### src/hw/rtl/vde_pkg.sv
`timescale 1ns / 1ps
// vde_pkg: constants, types and state encodings for the vector distance engine.
// No dependencies; used by every other file of the block.
package vde_pkg;

    localparam int LANES      = 8;
    localparam int ELEM_W     = 8;
    localparam int WORD_W     = 64;
    localparam int NLANE_W    = 4;
    localparam int LPROD_W    = 16;
    localparam int ACC_W      = 29;
    localparam int DIST_W     = 28;
    localparam int Q_W        = 17;
    localparam int PADDR_W    = 3;

    localparam logic [ACC_W-1:0]  ACC_CEIL = {ACC_W{1'b1}};
    localparam logic [DIST_W-1:0] DIST_MAX = {DIST_W{1'b1}};
    localparam logic [Q_W-1:0]    Q_ONE    = 17'd65536;

    localparam logic REG_METRIC = 1'b0;
    localparam logic REG_SIGNED = 1'b1;

    localparam logic MODE_L2     = 1'b0;
    localparam logic MODE_COSINE = 1'b1;

    typedef enum logic [2:0] {
        S_IDLE,
        S_LANE,
        S_ACC,
        S_FIN,
        S_COS,
        S_EMIT
    } t_state;

    typedef enum logic [2:0] {
        C_IDLE,
        C_SQ,
        C_ML,
        C_MH,
        C_CMP
    } t_cos_state;

    typedef struct packed {
        logic [LPROD_W-1:0] sq;
        logic [LPROD_W-1:0] dp;
        logic [LPROD_W-1:0] na;
        logic [LPROD_W-1:0] nb;
    } t_lane_res;

    typedef struct packed {
        logic [ACC_W-1:0] sq;
        logic [ACC_W-1:0] dp;
        logic [ACC_W-1:0] na;
        logic [ACC_W-1:0] nb;
        logic             sat_seen;
    } t_acc;

endpackage

### src/hw/rtl/vde_merge.sv
`timescale 1ns / 1ps
// vde_merge: sums the lane terms and folds them into saturating accumulators.
// Depends on vde_pkg and the outputs of vde_lane.
module vde_merge (
    input  logic                 i_clk,
    input  logic                 i_rst_n,
    input  logic                 i_add,
    input  logic                 i_clear,
    input  logic                 i_mode,
    input  vde_pkg::t_lane_res   i_lanes [vde_pkg::LANES],
    output vde_pkg::t_acc        o_acc
);

    localparam int SUM_W = vde_pkg::LPROD_W + $clog2(vde_pkg::LANES + 1);

    logic [SUM_W-1:0] s_sq, s_dp, s_na, s_nb;
    vde_pkg::t_acc    r_acc;
    vde_pkg::t_acc    n_acc;

    function automatic logic [vde_pkg::ACC_W-1:0] sat_add(
        input logic [vde_pkg::ACC_W-1:0] acc,
        input logic [SUM_W-1:0]          v
    );
        logic [vde_pkg::ACC_W:0] s;
        s = {1'b0, acc} + (vde_pkg::ACC_W+1)'(v);
        return s[vde_pkg::ACC_W] ? vde_pkg::ACC_CEIL : s[vde_pkg::ACC_W-1:0];
    endfunction

    always_comb begin
        s_sq = '0;
        s_dp = '0;
        s_na = '0;
        s_nb = '0;
        for (int i = 0; i < vde_pkg::LANES; i++) begin
            s_sq = s_sq + SUM_W'(i_lanes[i].sq);
            s_dp = s_dp + SUM_W'(i_lanes[i].dp);
            s_na = s_na + SUM_W'(i_lanes[i].na);
            s_nb = s_nb + SUM_W'(i_lanes[i].nb);
        end
    end

    always_comb begin
        n_acc = r_acc;
        if (i_clear) begin
            n_acc = '0;
        end else if (i_add) begin
            n_acc.sq = sat_add(r_acc.sq, s_sq);
            n_acc.dp = sat_add(r_acc.dp, s_dp);
            n_acc.na = sat_add(r_acc.na, s_na);
            n_acc.nb = sat_add(r_acc.nb, s_nb);
            if (i_mode == vde_pkg::MODE_L2) begin
                if (n_acc.sq == vde_pkg::ACC_CEIL) n_acc.sat_seen = 1'b1;
            end else if (n_acc.dp == vde_pkg::ACC_CEIL || n_acc.na == vde_pkg::ACC_CEIL
                         || n_acc.nb == vde_pkg::ACC_CEIL) begin
                n_acc.sat_seen = 1'b1;
            end
        end
    end

    always_ff @(posedge i_clk) begin
        if (!i_rst_n) begin
            r_acc <= '0;
        end else begin
            r_acc <= n_acc;
        end
    end

    assign o_acc = r_acc;

endmodule

### config.mk
export PLATFORM = sky130hd
export DESIGN_NAME = vde_merge
export DESIGN_NICKNAME = d
export VERILOG_FILES = /design/src/hw/rtl/vde_pkg.sv /design/src/hw/rtl/vde_merge.sv
export SDC_FILE = /design/constraint.sdc
export NUM_CORES = 1
export LEC_CHECK = 0
export BUFFER_PORTS_ARGS = -buffer_cell sky130_fd_sc_hd__buf_2
export CAP_MARGIN = 40
export CORE_ASPECT_RATIO = 0.7
export CORE_MARGIN = 4
export CORE_UTILIZATION = 40
export DETAILED_ROUTE_END_ITERATION = 10
export GPL_TIMING_DRIVEN = 0
export PLACE_DENSITY_LB_ADDON = 0.2
export RECOVER_POWER = 25
export SYNTH_ARGS = -nofsm -noshare
export SYNTH_HDL_FRONTEND = slang
export SYNTH_SLANG_ARGS = --single-unit
### constraint.sdc
create_clock -name i_clk -period 11.1 [get_ports i_clk]
set_input_delay 2.22 -clock i_clk [delete_from_list [all_inputs] [get_ports i_clk]]
set_output_delay 2.22 -clock i_clk [all_outputs]
set_load 0.02 [all_outputs]
# Word level (Yosys, flattened, before mapping)
# Cells that the tools add are included.
# Widths: inputs -> output; s select.
# word_totals
register_bits	117
out_inout_bits	117
# classes
n_eq_ne	5
n_addsub	32
n_bitwise	1
mux	7
n_reduce_logical	5
# op_table
cell	n
$add 20x16->20	12
$add 29x20->30	4
$eq 29x29->1 const B	4
$mux 29	4
$add 19x16->20	4
$add 18x16->19	4
$add 17x16->18	4
$add 16x16->17	4
$mux 1	3
$reduce_and 3->1	1
$logic_or 1x1->1	2
$ne 2x1->1 const B	1
$reduce_bool 2->1	1
$reduce_or 2->1	1
$not 1->1	1

# Depth between registers and ports, before layout
# depth
depth_word	14
depth_mapped	21

# Least setup slack after synthesis
# No wires, ideal clock.
# synth_timing
kind	input-to-reg
from	in i_lanes[418] in the netlist's numbering
to	reg r_acc, in the netlist o_acc[0]
t_arrival_ns	6.926
required_time_ns	11.026
path_slack_ns	4.100
stages	19
path_buffers	0
cell_sequence	fa_1 -> fa_1 -> fa_1 -> inv_1 -> fa_1 -> inv_1 -> ha_1 -> inv_1 -> fa_1 -> nor2b_1 -> o31a_1 -> o311ai_1 -> o21ai_0 -> xor2_1 -> nand4_1 -> or3_1 -> a211o_1 -> o311a_1 -> a31oi_1
# synth_between
elab_chain_cells	14
# synth_lines
item	line	text
start: declaration	vde_merge.sv:10	input vde_pkg::t_lane_res i_lanes [vde_pkg::LANES],
$add 16x16->17	vde_merge.sv:36	s_dp = s_dp + SUM_W'(i_lanes[i].dp);
$add 17x16->18	vde_merge.sv:36	
$add 18x16->19	vde_merge.sv:36	
$add 19x16->20	vde_merge.sv:36	
$add 20x16->20 (3 in series)	vde_merge.sv:36	
$add 29x20->30	vde_merge.sv:25	s = {1'b0, acc} + (vde_pkg::ACC_W+1)'(v);
$mux 29	vde_merge.sv:26	return s[vde_pkg::ACC_W] ? vde_pkg::ACC_CEIL : s[vde_pkg::ACC_W-1:0];
$eq 29x29->1	vde_merge.sv:53	end else if (n_acc.dp == vde_pkg::ACC_CEIL || n_acc.na == vde_pkg::ACC_CEIL
$logic_or 1x1->1	vde_merge.sv:53	
$logic_or 1x1->1	vde_merge.sv:54	|| n_acc.nb == vde_pkg::ACC_CEIL) begin
$ne 2x1->1 (no line)	--	
$reduce_and 3->1 (no line)	--	
end signal: assignment	vde_merge.sv:64	r_acc <= n_acc;
end: declaration	vde_merge.sv:17	vde_pkg::t_acc r_acc;
# No other way between the ends.
# A chain may end at the register's enable or synchronous reset.

# Worst setup path after layout
# layout_timing
from	in i_lanes[210] in the netlist's numbering
to	reg r_acc, in the netlist o_acc[0]
# layout_between
elab_chain_cells	11
# layout_lines
item	line	text
$add 19x16->20	vde_merge.sv:37	s_na = s_na + SUM_W'(i_lanes[i].na);
$add 20x16->20 (3 in series)	vde_merge.sv:37	
$add 29x20->30	vde_merge.sv:25	
$mux 29	vde_merge.sv:26	
$eq 29x29->1	vde_merge.sv:53	
$logic_or 1x1->1	vde_merge.sv:53	
$logic_or 1x1->1	vde_merge.sv:54	
$ne 2x1->1 (no line)	--	
$reduce_and 3->1 (no line)	--	
# No other way between the ends.

==> impl_metrics.csv <==
group,metric,value,unit
place,dp_hpwl,55.2,mm
layout,num-fill-cells,4919,
critical_path,cp_num_buf_inv,4,
place,port_buffers,632,
critical_path,critPathKind,"input port to register",
synthesis,syn_area_per_cell,9.09,um^2
layout,largest_reg_flops,117,
routing,drc,0,
synthesis,postSynthCellCount,2232,
critical_path,crit_chain,"buf_2, fa_1, fa_1, fa_1, inv_1, fa_1, inv_1, ha_1, inv_1, fa_1, nand2b_1, a211oi_1, o21ai_0, and4b_1, a211oi_1, xor2_1, o41ai_1, o41ai_1, nand4_1, a31oi_1",
sta,relSlewSlack,45.5,%
sta,fin_ws,3.63,ns
global_routing,grt_pass1_wl,99.6,mm
routing,viasPerCell,4.93,
global_routing,antenna_found_initial,1,
floorplan,rows,68,
clock_network,clock-sinks,117,
global_routing,gr-total-overflow,0,
clock_network,postCtsHoldBufs,0,
sta,clock_skew,0.0106,ns
routing,initialDrtViolationCount,792,
min_path,hold_class,"register to register",
layout,layout-drive-gt1-share,21.6,%
sta,holdWs,0.514,ns
run_status,outcome,"finished clean",
critical_path,required,11.46,ns
synthesis,seq_area_frac_synth,11.5,%
layout,n_antenna_cell,0,
job,maxCapViolations,0,
place,dpl_worst_slack,3.22,ns
layout,syn_to_final_growth,22.4,%
synthesis,synth_top_flop_cell,"dfxtp_1",
clock_network,clock_latency,0.43,ns
synthesis,synth_edf_count,0,
synthesis,synth_top_area_cell,"fa_1",
layout,fin_nets,3946,
sta,slew_violations,0,
clock_network,cts_resized,0,
place,place.gp.congestion,0.952,
routing,wl_per_cell,17.2,um
synthesis,async_reset_ff_share,0,%
clock_network,cts_setup_buffers,0,
synthesis,synth_area,20300,um^2
critical_path,slowest_delay,0.56,ns
synthesis,synth_seq_cells,117,
floorplan,ios,634,
critical_path,path_common_cell,"fa_1",
sta,period_needed,7.47,ns
sta,fin_tns_setup,0,ns
sta,hold_violations,0,
global_routing,grt_max_degree,17,
synthesis,yosysMostFrequentCell,"inv_1",
floorplan,die_w,277,um
floorplan,dieArea,54500,um^2
sta,rsz0062_at_grt,"false",
clock_network,worst_setup_hold_path_clk_slew,0.06,ns
critical_path,worstSetupStartpointType,"input port",
critical_path,crit_path_end_kind,"register",
critical_path,cp_top_family,"adder cells",
synthesis,synthDistinctLibCells,70,
critical_path,cp_max_fo,3,
floorplan,start_util,40.8,%
clock_network,h-tree-depth,4,
routing,dr.pass1.iters,5,
sta,finalCritPeriodShare,67.3,%
global_routing,grt_pass1_vias,18700,
sta,setup_viol,0,
routing,wirelength,61.4,mm
clock_network,clockBufferDepth,2,
global_routing,grt_usage,22.8,%
clock_network,root_buffer,"clkbuf_16",
critical_path,crit_slowest_cell,"fa_1",
sta,tightest_slew,0.818,ns
synthesis,synthTopCellsByCount,"621 x inv_1, 444 x fa_1, 124 x nor2_1",
critical_path,cp_data_arrival_time,7.83,ns
synthesis,synth_area_leaders,"fa_1 44%, dfxtp_1 12%, inv_1 11%, ha_1 6.2%, a21oi_1 2.7%",
synthesis,syn_nets,3293,
synthesis,synth_warnings,0,
clock_network,cts_tree,"built",
clock_network,cts_buffers,17,
sta,max_freq,0.134,GHz
routing,vias,17500,
synthesis,synth_top_area_share,43.8,%
routing,ant_nets,0,
floorplan,fp.dieH,196,um
floorplan,core,49800,um^2
metrics by stage:
| stage | cell area (um^2) | instances | util, % |
|---|---|---|---|
| detailed placement | 24300 | 3531 | 48.9 |
| finish | 24900 | 3563 | 49.9 |
| global placement | 24300 | 3529 | 48.8 |
| CTS | 24900 | 3563 | 50.1 |
| global route | 24900 | 3563 | 49.9 |
| floorplan | 20300 | 2232 | - |
layer usage:
layer | GRT usage, % | vias up | wire length [um]
li1 | - | 8293 | -
met1 | 31.0 | 8618 | 26500
met2 | 38.8 | 586 | 30000
met3 | 4.40 | 51 | 4010
met4 | 4.00 | 0 | 909
met5 | 0 | - | 0
cells by family after synthesis:
logic type	share of synthesized area (%)
AOI/OAI and AO/OA	12.9
xor gates and xnor gates	2.80
muxes	0.808
buffers and inverters	12.6
adders and majority gates	50.0
and+or+nand+nor	9.44
DFF	11.5
placed cells by master (no fill, tap or decap), types with 16 or more instances in the layout:
cell type and count:
xor2_1 30, xnor2_1 35, a31oi_1 50, a211oi_1 16, nor2_1 124, clkbuf_16 17
dfxtp_1 117, a21o_1 19, nand4_1 18, ha_1 100, and3_1 26, a21oi_1 111
nand3_1 31, fa_1 444, nand2_1 93, clkbuf_1 110, o21a_1 17, o21ai_0 108
inv_1 621, nor3_1 27, buf_2 579
final cells by class:
type                       count  area [um^2]  share of cell area [%]
inverter                     621         2330                    9.38
clock buffer                  21          460                    1.85
tap                          665          832                    3.35
buffer                        57          220                   0.886
clock inverter                11          149                   0.599
timing repair buffer         634         3110                    12.5
sequential                   117         2340                    9.43
multi-input combinational   1437        15400                    62.0
path summary, 6_finish.rpt:
check / startpoint / endpoint / slack (ns) / cells past startpoint
max reg2reg: o_acc[32] / o_acc[0] / 5.21 / 19
min reg2reg: o_acc[28] / o_acc[28] / 0.51 / 1
max: i_lanes[210] / o_acc[0] / 3.63 / 20
min: o_acc[28] / o_acc[28] / 0.51 / 1
Power is not shown: default switching activity piles up to over one toggle a cycle in this logic, so the estimate is an artifact.
