$ cat src/hw/rtl/vde_pkg.sv
`timescale 1ns / 1ps
// vde_pkg: constants, types and state encodings for the vector distance engine.
// No dependencies; used by every other file of the block.
package vde_pkg;

    localparam int LANES      = 8;
    localparam int ELEM_W     = 8;
    localparam int WORD_W     = 64;
    localparam int NLANE_W    = 4;
    localparam int LPROD_W    = 16;
    localparam int ACC_W      = 29;
    localparam int DIST_W     = 28;
    localparam int Q_W        = 17;
    localparam int PADDR_W    = 3;

    localparam logic [ACC_W-1:0]  ACC_CEIL = {ACC_W{1'b1}};
    localparam logic [DIST_W-1:0] DIST_MAX = {DIST_W{1'b1}};
    localparam logic [Q_W-1:0]    Q_ONE    = 17'd65536;

    localparam logic REG_METRIC = 1'b0;
    localparam logic REG_SIGNED = 1'b1;

    localparam logic MODE_L2     = 1'b0;
    localparam logic MODE_COSINE = 1'b1;

    typedef enum logic [2:0] {
        S_IDLE,
        S_LANE,
        S_ACC,
        S_FIN,
        S_COS,
        S_EMIT
    } t_state;

    typedef enum logic [2:0] {
        C_IDLE,
        C_SQ,
        C_ML,
        C_MH,
        C_CMP
    } t_cos_state;

    typedef struct packed {
        logic [LPROD_W-1:0] sq;
        logic [LPROD_W-1:0] dp;
        logic [LPROD_W-1:0] na;
        logic [LPROD_W-1:0] nb;
    } t_lane_res;

    typedef struct packed {
        logic [ACC_W-1:0] sq;
        logic [ACC_W-1:0] dp;
        logic [ACC_W-1:0] na;
        logic [ACC_W-1:0] nb;
        logic             sat_seen;
    } t_acc;

endpackage

$ cat src/hw/rtl/vde_lane.sv
`timescale 1ns / 1ps
// vde_lane: one element pair -> squared difference, dot term and both norm terms.
// Depends on vde_pkg.
module vde_lane (
    input  logic                          i_clk,
    input  logic                          i_load,
    input  logic                          i_active,
    input  logic                          i_signed,
    input  logic [vde_pkg::ELEM_W-1:0]    i_a,
    input  logic [vde_pkg::ELEM_W-1:0]    i_b,
    output vde_pkg::t_lane_res            o_res
);

    logic signed [8:0]  sa;
    logic signed [8:0]  sb;
    logic signed [9:0]  d;
    logic signed [19:0] dsq;
    vde_pkg::t_lane_res n_res;
    vde_pkg::t_lane_res r_res;

    always_comb begin
        sa    = signed'({i_signed & i_a[7], i_a});
        sb    = signed'({i_signed & i_b[7], i_b});
        d     = 10'(sa) - 10'(sb);
        dsq   = 20'(d) * 20'(d);
        n_res = '0;
        if (i_active) begin
            n_res.sq = dsq[15:0];
            n_res.dp = 16'(i_a) * 16'(i_b);
            n_res.na = 16'(i_a) * 16'(i_a);
            n_res.nb = 16'(i_b) * 16'(i_b);
        end
    end

    always_ff @(posedge i_clk) begin
        if (i_load) begin
            r_res <= n_res;
        end
    end

    assign o_res = r_res;

endmodule

$ cat config.mk
export PLATFORM = sky130hd
export DESIGN_NAME = vde_lane
export DESIGN_NICKNAME = d
export VERILOG_FILES = /design/src/hw/rtl/vde_pkg.sv /design/src/hw/rtl/vde_lane.sv
export SDC_FILE = /design/constraint.sdc
export NUM_CORES = 1
export LEC_CHECK = 0
export BUFFER_PORTS_ARGS = -buffer_cell sky130_fd_sc_hd__buf_2
export CAP_MARGIN = 20
export CELL_PAD_IN_SITES_DETAIL_PLACEMENT = 1
export CELL_PAD_IN_SITES_GLOBAL_PLACEMENT = 1
export CORE_MARGIN = 1.5
export CORE_UTILIZATION = 48
export CTS_CLUSTER_DIAMETER = 200
export DETAILED_ROUTE_END_ITERATION = 10
export PLACE_DENSITY = 0.78
export SYNTH_ARGS = -nofsm -noshare
export SYNTH_HDL_FRONTEND = slang
export SYNTH_SLANG_ARGS = --single-unit
$ cat constraint.sdc
create_clock -name i_clk -period 20.9 [get_ports i_clk]
set_clock_uncertainty 0.15 [all_clocks]
set_input_delay 4.18 -clock i_clk [delete_from_list [all_inputs] [get_ports i_clk]]
set_output_delay 4.18 -clock i_clk [all_outputs]
set_load 0.005 [all_outputs]
* Yosys cells after proc, flatten, opt, wreduce, memory -nomap -nowiden
Cells that the tools add are included.
Operators by class: add/sub/neg operators 1, $mul 4, bitwise gates (word level) 2
Operators by type and width (number):
- 8-bit by 8-bit multiplier with 16-bit output | 3
- 10-bit by 10-bit multiplier with 16-bit output | 1
- 9-bit by 9-bit subtractor with 10-bit output | 1
- 1-bit bitwise AND | 2
Word-level totals: output and inout bits 64, input port bits 20, flip-flop bits (word level) 64

* Logic depth before layout (Yosys ltp)
depth in word-level cells 3, gate-level depth with buffers 28, gate-level depth less buffers 27

* Worst setup path after synthesis
OpenSTA, ideal clock, no wires.
kind input port to flip-flop, start point in i_a[0] in the netlist's numbering, end point reg r_res, in the netlist o_res[63] (data pin), required time 20.495 ns, data arrival time 10.314 ns, cell stages on the path 24, path buffers 1, setup time 0.255 ns, path slack 10.181 ns, cells stage by stage clkbuf_1 clkinv_1 ha_1 fa_1 nand2b_1 a21oi_2 a21o_1 a21o_1 a31oi_1 xor2_1 nor2_1 fa_1 fa_1 fa_1 inv_1 fa_1 fa_1 inv_1 ha_1 a21oi_1 o31ai_1 a41oi_1 xnor3_1 and2_1
On the way: cells in the longest elaborated chain, start to end 2
RTL lines:
- from (decl) | RTL line vde_lane.sv:9 | input logic [vde_pkg::ELEM_W-1:0] i_a,
- 9-bit by 9-bit subtractor with 10-bit output | RTL line vde_lane.sv:24 | d = 10'(sa) - 10'(sb);
- 10-bit by 10-bit multiplier with 16-bit output | RTL line vde_lane.sv:25 | dsq = 20'(d) * 20'(d);
- to (signal assigned) | RTL line vde_lane.sv:37 | r_res <= n_res;
- to (decl) | RTL line vde_lane.sv:19 | vde_pkg::t_lane_res r_res;
Every way passes these cells. A chain may end at the register's enable or synchronous reset.

* Worst setup path in the final report
Ends and elaborated chain as after synthesis.

==> flow_results.xml <==
<?xml version="1.0" encoding="UTF-8"?>
<metrics>
  <group name="synth">
    <metric name="post_synthesis_cell_count" unit="">1099</metric>
    <metric name="synth_common_cells" unit="">inv_1 (223), fa_1 (147), ha_1 (145), nor2_1 (85), nand2_1 (81)</metric>
    <metric name="multiplexer_area_fraction_after_synthesis" unit="%">0.499</metric>
    <metric name="synth_top_family_by_area" unit="">adder cells</metric>
    <metric name="xor_xnor_cell_area_share_of_the_yosys_netlist" unit="%">5.67</metric>
    <metric name="netlist.area_leader.share" unit="%">28.0</metric>
    <metric name="synth-adder-area-share" unit="%">45.2</metric>
    <metric name="synth-compound-area-share" unit="%">6.81</metric>
    <metric name="synth-edff-count" unit="">61</metric>
    <metric name="syn-cell-area" unit="µm²">10500</metric>
    <metric name="ys.flop_type" unit="">edfxtp_1</metric>
    <metric name="synth_largest_area_cell" unit="">fa_1</metric>
    <metric name="postSynth.asyncResetShare" unit="%">0</metric>
    <metric name="yosys_register_bits" unit="">61</metric>
    <metric name="syn_avg_cell_area" unit="µm²">9.57</metric>
    <metric name="sequential_to_total_area_share_from_yosys_stat" unit="%">17.4</metric>
    <metric name="yosysWarningCount" unit="">0</metric>
    <metric name="yosysMostFrequentCell" unit="">inv_1</metric>
    <metric name="synth_simple_gate_area_share" unit="%">15.0</metric>
    <metric name="ys_types" unit="">55</metric>
    <metric name="synth.top_cells.by_area" unit="">fa_1 (28%), edfxtp_1 (17%), ha_1 (17%)</metric>
  </group>
  <group name="clocking">
    <metric name="clock_sinks" unit="">61</metric>
    <metric name="htree_num_levels" unit="">3</metric>
    <metric name="clk_path_buf_depth" unit="">2</metric>
    <metric name="cts_buffers" unit="">9</metric>
    <metric name="ctsHoldBuffers" unit="">0</metric>
    <metric name="post_cts.resized_instances" unit="">0</metric>
    <metric name="postCtsSetupBuffers" unit="">0</metric>
    <metric name="clock_tree.root_cell" unit="">clkbuf_16</metric>
    <metric name="path_clk_slew" unit="ps">60</metric>
    <metric name="cts_tree" unit="">done</metric>
  </group>
  <group name="global_route">
    <metric name="gr-total-overflow" unit="">0</metric>
    <metric name="antenna_found_initial" unit="">0</metric>
    <metric name="global_route_wire_length_before_repair" unit="µm">40400</metric>
    <metric name="global_route_usage_sum" unit="%">22.7</metric>
    <metric name="maximum_number_of_pins_on_one_net_before_global_route_repair" unit="">66</metric>
    <metric name="first_global_vias" unit="">8318</metric>
  </group>
  <group name="floorplanning">
    <metric name="i_o_pin_count" unit="">84</metric>
    <metric name="die-height" unit="µm">151</metric>
    <metric name="die_w" unit="µm">151</metric>
    <metric name="design.die.area" unit="µm²">22800</metric>
    <metric name="design.core.area" unit="µm²">21300</metric>
    <metric name="initial_utilization" unit="%">49.4</metric>
    <metric name="rows" unit="">53</metric>
  </group>
  <group name="sta">
    <metric name="min_period_over_period" unit="%">53.7</metric>
    <metric name="final.min_clock_period" unit="ps">11210</metric>
    <metric name="final_max_slew_viol_count" unit="">0</metric>
    <metric name="postLayoutSetupSlackWorst" unit="ps">9690</metric>
    <metric name="setup_violations" unit="">0</metric>
    <metric name="timing.setup.tns" unit="ps">0</metric>
    <metric name="clock.fmax" unit="MHz">89.2</metric>
    <metric name="slew_headroom" unit="%">41.9</metric>
    <metric name="grt_setup_unrepaired" unit="">no</metric>
    <metric name="final_hold_fails" unit="">0</metric>
    <metric name="worst_pin_slew" unit="ps">866</metric>
  </group>
  <group name="worst_setup_path">
    <metric name="worstPathRequired" unit="ps">20860</metric>
    <metric name="cp_data_arrival_time" unit="ps">11170</metric>
    <metric name="critical_path.max_fanout" unit="">10</metric>
    <metric name="worst_path_most_repeated_cell" unit="">fa_1</metric>
    <metric name="cp-start-kind" unit="">input pin</metric>
    <metric name="cp_slowest_cell" unit="">fa_1</metric>
    <metric name="peak_per_stage_delay_on_the_critical_path" unit="ps">610</metric>
    <metric name="critical_path.endpoint_type" unit="">flip-flop</metric>
    <metric name="critical_path.cell_chain" unit="">buf_2 -&gt; clkinv_1 -&gt; ha_1 -&gt; fa_1 -&gt; nand2b_1 -&gt; a21oi_2 -&gt; a21o_1 -&gt; a21o_1 -&gt; a31oi_1 -&gt; xor2_1 -&gt; nor2_1 -&gt; fa_1 -&gt; fa_1 -&gt; fa_1 -&gt; inv_1 -&gt; fa_1 -&gt; fa_1 -&gt; inv_1 -&gt; ha_1 -&gt; a21oi_1 -&gt; o31ai_1 -&gt; a41oi_1 -&gt; xnor3_1 -&gt; and2_1</metric>
    <metric name="path_class" unit="">in -&gt; reg</metric>
  </group>
  <group name="routing">
    <metric name="routed_wire_length_per_instance" unit="µm">16.4</metric>
    <metric name="postRouteAntennaNets" unit="">0</metric>
    <metric name="vias" unit="">7567</metric>
    <metric name="drc" unit="">0</metric>
    <metric name="dr.pass1.iters" unit="">5</metric>
    <metric name="drt_iter0_drc" unit="">304</metric>
    <metric name="detail_route.vias_per_cell" unit="">5.24</metric>
    <metric name="route.final.wire_length" unit="µm">23800</metric>
  </group>
  <group name="worst_hold_path">
    <metric name="worst_hold_path.num_cells" unit="">2</metric>
    <metric name="holdPathEnd" unit="">o_res[16]</metric>
    <metric name="hold_path_class" unit="">in -&gt; reg</metric>
    <metric name="min-delay-start" unit="">i_a[0]</metric>
  </group>
  <group name="cells_and_area">
    <metric name="finish.utilization" unit="%">53.8</metric>
    <metric name="largest_register_ffs" unit="">61</metric>
    <metric name="stdcell_count" unit="">1445</metric>
    <metric name="area_growth_from_synthesis_to_final_layout" unit="%">8.80</metric>
    <metric name="final_layout_size_suffix_gt1_share" unit="%">10.4</metric>
    <metric name="number_of_nets_in_the_layout" unit="">1476</metric>
  </group>
  <group name="place">
    <metric name="place_inst" unit="">1428</metric>
    <metric name="post-dp-hpwl" unit="µm">19100</metric>
    <metric name="placement.io_buffers" unit="">80</metric>
    <metric name="place.gp.congestion" unit="">0.823</metric>
    <metric name="post_place_setup_slack" unit="ps">9380</metric>
  </group>
  <group name="status">
    <metric name="outcome" unit="">complete, no violations</metric>
  </group>
  <group name="flow_run">
    <metric name="max_cap_violations" unit="">0</metric>
  </group>
</metrics>
-- critical path, delay by kind of cell --
| family | cells | cell delay (ps) |
|---|---|---|
| adder cells (fa/ha/maj) | 8 | 3670 |
| AO/OA/AOI/OAI | 7 | 1300 |
| XOR/XNOR | 2 | 840 |
| AND/OR/NAND/NOR | 3 | 590 |
| buffers and inverters | 4 | 580 |
-- cell usage in the layout, fill, tap and decap left out, types with 9 or more instances in the layout --
cell / count
o21ai_0: 12
ha_1: 145
fa_1: 147
edfxtp_1: 61
buf_2: 80
nor2_1: 85
nand2_1: 81
a21oi_1: 32
xor2_1: 21
nand2b_1: 14
inv_1: 223
nand3_1: 12
xnor2_1: 40
a21o_1: 14
and2_1: 78
clkbuf_16: 9
-- worst max-delay path by stage --
stage | start | endpoint | slack [ps]
5_1_grt | i_a[0] | o_res[63] | 9220
2_1_floorplan | i_a[0] | o_res[63] | 10180
3_5_place_dp | i_a[0] | o_res[63] | 9380
4_1_cts | i_a[0] | o_res[63] | 9740
6_report | i_a[0] | o_res[63] | 9690
3_3_place_gp | i_a[0] | o_res[63] | 9720
-- per-stage QoR --
step | instance area, µm² | hold slack (ps)
2_1_floorplan | 10500 | 4140
3_3_place_gp | 11200 | 4420
3_5_place_dp | 11200 | 4420
4_1_cts | 11400 | 4110
5_1_grt | 11400 | 4130
6_report | 11400 | 4130
-- per-layer routing --
metal | share of wire [%] | GRT usage [%] | routed length, µm
met5 | 0 | 0 | 0
met4 | 1.4 | 5.29 | 328
met3 | 3.4 | 3.04 | 808
met2 | 50 | 38.9 | 11800
met1 | 46 | 30.5 | 10800
-- layout make-up --
| class | count | area (µm²) |
|---|---|---|
| fillers | 2489 | 9840 |
| flip-flops and latches | 61 | 1830 |
| multi-input cells | 783 | 7710 |
| diodes | 1 | 2.50 |
| clock inverters | 5 | 51.3 |
| clock buffers | 11 | 233 |
| inverters | 226 | 848 |
| well taps | 275 | 344 |
| repair buffers | 83 | 423 |
-- logic make-up (layout without fill, tap and decap cells) --
family / count (synthesis) / count (layout)
compound gates: 100 / 100
xor+xnor: 64 / 64
fa+ha+maj: 292 / 292
buf+inv: 257 / 325
flops: 61 / 61
mux: 5 / 5
other cells: 1 / 4
simple gates: 319 / 319
Power is left out: the tool's default activity adds up to more than one toggle a clock period on the data nets, which glitch-free logic cannot reach.
